`config.mk`:
```
export PLATFORM = sky130hd
export DESIGN_NAME = srt_ctrl
export DESIGN_NICKNAME = d
export VERILOG_FILES = /design/src/rtl/core/srt_pkg.sv /design/src/rtl/core/srt_ctrl.sv
export SDC_FILE = /design/constraint.sdc
export NUM_CORES = 1
export LEC_CHECK = 0
export ABC_AREA = 0
export BUFFER_PORTS_ARGS = -buffer_cell sky130_fd_sc_hd__buf_2
export CAP_MARGIN = 20
export CELL_PAD_IN_SITES_DETAIL_PLACEMENT = 1
export CELL_PAD_IN_SITES_GLOBAL_PLACEMENT = 2
export CORE_AREA = 2 2 39 41
export CTS_CLUSTER_DIAMETER = 80
export CTS_CLUSTER_SIZE = 40
export DETAILED_ROUTE_END_ITERATION = 7
export DIE_AREA = 0 0 41 43
export GPL_ROUTABILITY_DRIVEN = 0
export PLACE_DENSITY = 0.43
export SYNTH_ARGS = -nofsm -noshare
export SYNTH_HDL_FRONTEND = slang
export SYNTH_SLANG_ARGS = --single-unit
export TNS_END_PERCENT = 50
```
`constraint.sdc`:
```
create_clock -name clk -period 1.28 [get_ports clk]
set_input_delay 0.192 -clock clk [delete_from_list [all_inputs] [get_ports clk]]
set_output_delay 0.192 -clock clk [all_outputs]
set_load 0.03 [all_outputs]
```
`src/rtl/core/srt_pkg.sv`:
```
// shared types, widths and status codes for the shred reassembly tracker
package srt_pkg;

  localparam int ID_W    = 64;
  localparam int IDX_W   = 6;
  localparam int CNT_W   = 7;
  localparam int SLOT_W  = 6;
  localparam int IN_W    = 88;
  localparam int OUT_W   = 24;

  localparam logic [1:0] STATUS_INCOMPLETE = 2'd0;
  localparam logic [1:0] STATUS_COMPLETE   = 2'd1;
  localparam logic [1:0] STATUS_FULL       = 2'd2;
  localparam logic [1:0] STATUS_RANGE      = 2'd3;

  typedef enum logic [1:0] {
    ST_IDLE,
    ST_SCAN,
    ST_FETCH,
    ST_COMMIT
  } state_t;

  typedef struct packed {
    logic load;
    logic scan;
    logic fetch;
    logic commit;
  } cmd_t;

  typedef struct packed {
    logic used_zero;
    logic hit;
    logic scan_end;
    logic out_free;
  } stat_t;

endpackage

```
`src/rtl/core/srt_ctrl.sv`:
```
// controller state machine: lookup scan, record fetch and commit sequencing
module srt_ctrl (
  input  logic           clk,
  input  logic           rst,
  input  logic           s_tvalid,
  output logic           s_tready,
  input  srt_pkg::stat_t stat,
  output srt_pkg::cmd_t  cmd
);

  srt_pkg::state_t state;
  srt_pkg::state_t state_next;

  always_ff @(posedge clk) begin
    if (rst) begin
      state <= srt_pkg::ST_IDLE;
    end else begin
      state <= state_next;
    end
  end

  always_comb begin
    state_next = state;
    s_tready   = 1'b0;
    cmd        = '0;
    unique case (state)
      srt_pkg::ST_IDLE: begin
        s_tready = 1'b1;
        if (s_tvalid) begin
          cmd.load   = 1'b1;
          // empty table: nothing to search
          state_next = stat.used_zero ? srt_pkg::ST_COMMIT : srt_pkg::ST_SCAN;
        end
      end
      srt_pkg::ST_SCAN: begin
        cmd.scan = 1'b1;
        priority if (stat.hit) begin
          state_next = srt_pkg::ST_FETCH;
        end else if (stat.scan_end) begin
          state_next = srt_pkg::ST_COMMIT;
        end else begin
          state_next = srt_pkg::ST_SCAN;
        end
      end
      srt_pkg::ST_FETCH: begin
        cmd.fetch  = 1'b1;
        state_next = srt_pkg::ST_COMMIT;
      end
      srt_pkg::ST_COMMIT: begin
        if (stat.out_free) begin
          cmd.commit = 1'b1;
          state_next = srt_pkg::ST_IDLE;
        end
      end
      default: begin
        state_next = srt_pkg::ST_IDLE;
      end
    endcase
  end

endmodule

```
* Word level (Yosys, flattened, before mapping)
Cells that the tools add are included.
** Storage, ports and cells
- Memory bits (writable) :: 0
- Memories :: 0
- Bits in registers :: 2
- Word-level logic and storage cells :: 21
- Input bits :: 7
- Memory bits (read-only) :: 0
- Output and inout port bits :: 5
- Bits in latches :: 0
** Operators by class
- Shifts and indexed selects :: 0
- Eq/ne operators :: 5
- $lt $le $gt $ge :: 0
- Reductions and logical operators :: 2
- Mux-type cells :: 13
- Bitwise gates (word level) :: 0
- Multiply operators :: 0
- Add/subtract/negate cells :: 0
- Divide/modulo/power cells :: 0
** Operator list (count)
- $mux 2 :: 5
- $pmux 2 s4 :: 1
- $mux 1 :: 7
- $eq 2x2->1 const B :: 2
- $ne 2x2->1 const B :: 2
- $eq 2x1->1 const B :: 1
- $logic_not 2->1 :: 1
- $reduce_and 2->1 :: 1

* Longest topological paths before layout
- Depth after elaboration :: 3
- Depth in mapped cells :: 2
- Mapped depth without buffers :: 2

* Worst setup path after synthesis
No wires, ideal clock.
- Path kind :: reg2out
- From :: reg state[0]
- To :: out cmd[3] (netlist name)
- Data required time :: 1088 ps
- Buffers on the path :: 0
- Cell stages (with the launch flop) :: 3
- Path slack :: -87 ps
- Arrival time :: 1175 ps
- Path through :: dfxtp_1 nor2_1 and2_1
** RTL lines
- from (decl) :: line srt_ctrl.sv:11 : srt_pkg::state_t state;
- from (signal assigned) :: line srt_ctrl.sv:16 : state <= srt_pkg::ST_IDLE;
- from (signal assigned) :: line srt_ctrl.sv:18 : state <= state_next;
- to (decl) :: line srt_ctrl.sv:8 : output srt_pkg::cmd_t cmd

==> out/metrics.csv <==
metric;value;unit
Post-Synth Adder-Cell Area;0;%
startpoint class of the critical path;register;
first-pass GRT wire length;745;um
placed cell area;205;um2
top flop regs;state (2);
pwr/cell area;1400;nW/um2
Routed wire per std cell;9.49;um
Worst setup EP type;output pin;
area taken by multi-input logic gates;92.6;um2
cells after synthesis;13;
CTS Hold Bufs;0;
RSZ-0062 raised after global routing;no;
postcts setup bufs;0;
ANT cells;0;
highest clock rate;820;MHz
Reg clk slew, reported paths;0.03;ns
final setup fails;0;
Area Overhead vs Synth;82.4;%
Post-Synth XOR/XNOR Area;0;%
count of unique library cells instantiated by Yosys;10;
die area;1760;um2
Final Hold Fails;0;
worst endpoint required time;1.09;ns
Synth Area in Compound Gates;27.5;%
post-layout min period;1.22;ns
worst-skew pair later-pin latency;0.22;ns
Reg area;42.5;um2
period utilization;95.3;%
GRT Resource Usage Total;6.61;%
share of cells above drive strength 1;77.8;%
register name with the most flops;state;
post-synthesis sequential area ratio;31.4;%
clk buf depth;2;
design area;233;um2
initial antenna violation count;0;
antenna violation net count after detailed routing;0;
most common cell after layout, fill and taps aside;buf_2;
H-tree depth;1;
fillcell total;166;
syn_nets;20;
Avg Cell Area, Syn;9.82;um2
Worst VDD drop;0.000200;V
commonest cells after routing, fill and taps aside;buf_2, clkbuf_4, dfxtp_2;
# DRC;0;
main combinational cell family by area after synthesis;simple AND/OR/NAND/NOR gates;
status;finished clean;
die width;41;um
Setup Slack @ Placement;0.189;ns
Pre-antenna DRT Iters;2;
Fin Clk Skew;0.000616;ns
fin util;16.8;%
CTS tree;yes;
Arrival @ worst endpoint;1.03;ns
max reg flops;2;
io pins;12;
Leakage;0.111;nW
final slew viol count;0;
Ys Warns;0;
via density per instance;3.65;
CORE AREA;1380;um2
I/O Buffers;11;
detailed-route via count;157;
largest net degree at the start of global routing;8;
Post-DP HPWL;348;um
Slew @ Worst Pin;0.288;ns
initial detailed-routing violation count;1;
Sum Neg Setup Slack;0;ns
Remaining Overflow, GRT;0;
flops & latches, synth;2;
r2r setup slk;0.28;ns
Syn Std Cell Area;128;um2
Clk Tree Root Cell;clkbuf_4;
Sink Count;2;
Critical Path Fanout Max;7;
min-delay worst type;input port to register;
height of the chip;43;um
total CTS buffers;3;
max_cap viols;0;
post-synthesis mux area share;11.8;%
Post-Route WL;408;um
nets@finish;36;
std cell rows;14;
Worst slew margin;80.7;%
simple-gate portion of the synthesized area;29.4;%
WS Path Type;register to output pin;
final worst setup slack;0.0605;ns
Starting Density;9.22;%
vias in the first global route;203;
[routing by layer]
layer  global-route usage [%]  vias to the layer above  routed length, um
met2                     10.6                        4                252
met3                     1.57                        0                 17
li1                         -                       77                  -
met5                        0                        -                  0
met4                     8.00                        0                  0
met1                     5.41                       76                139
[layout make-up]
cell class                 instances  area share, %
multi-input combinational         11           39.8
timing repair buffer              11           23.7
sequential                         2           18.3
clock buffer                       3           9.68
tap                               16           8.60
[power by group]
part | switching (mW) | internal [mW]
registers | 0.0148 | 0.0722
clock network | 0.0341 | 0.103
logic | 0.0602 | 0.0415
[what timing repair did]
action                                  4_1_cts  5_1_grt
gates resized for setup                       3        0
endpoints found under the hold margin         0        0
endpoints found under the setup margin        2        0
[cell families after synthesis]
family	Yosys count
AND/OR/NAND/NOR	7
AO/OA/AOI/OAI	3
flip-flops	2
multiplexers	1
[worst paths after layout]
kind                            startpoint  depth (start not counted)        to
worst max-delay path              state[1]                          2    cmd[0]
worst max register to register    state[1]                          2  state[0]
worst min register to register    state[0]                          1  state[0]
worst min-delay path                   rst                          2  state[0]
[through the flow]
step	instances	hold slack (ns)	total power [mW]
after floorplan	13	0.257	0.153
after global routing	43	0.146	0.359
after detailed placement	40	0.394	0.188
after global placement	40	0.393	0.188
final	43	0.158	0.326
after CTS	43	0.149	0.337
[critical path, stage by stage (launching register included)]
cell and delay (ns):
dfxtp_2 0.39, and3_1 0.21, buf_2 0.21
[cells in the mapped netlist]
cell | n | area [um2]
a2111oi_2 | 1 | 15.0
and3_1 | 1 | 6.26
dfxtp_1 | 2 | 40.0
nor2b_1 | 2 | 12.5
nor2_1 | 2 | 7.51
nor3_1 | 1 | 5.00
a211oi_2 | 1 | 12.5
mux2_4 | 1 | 15.0
and2_1 | 1 | 6.26
a211oi_1 | 1 | 7.51
No activity file was read; power rests on OpenSTA's default activity.
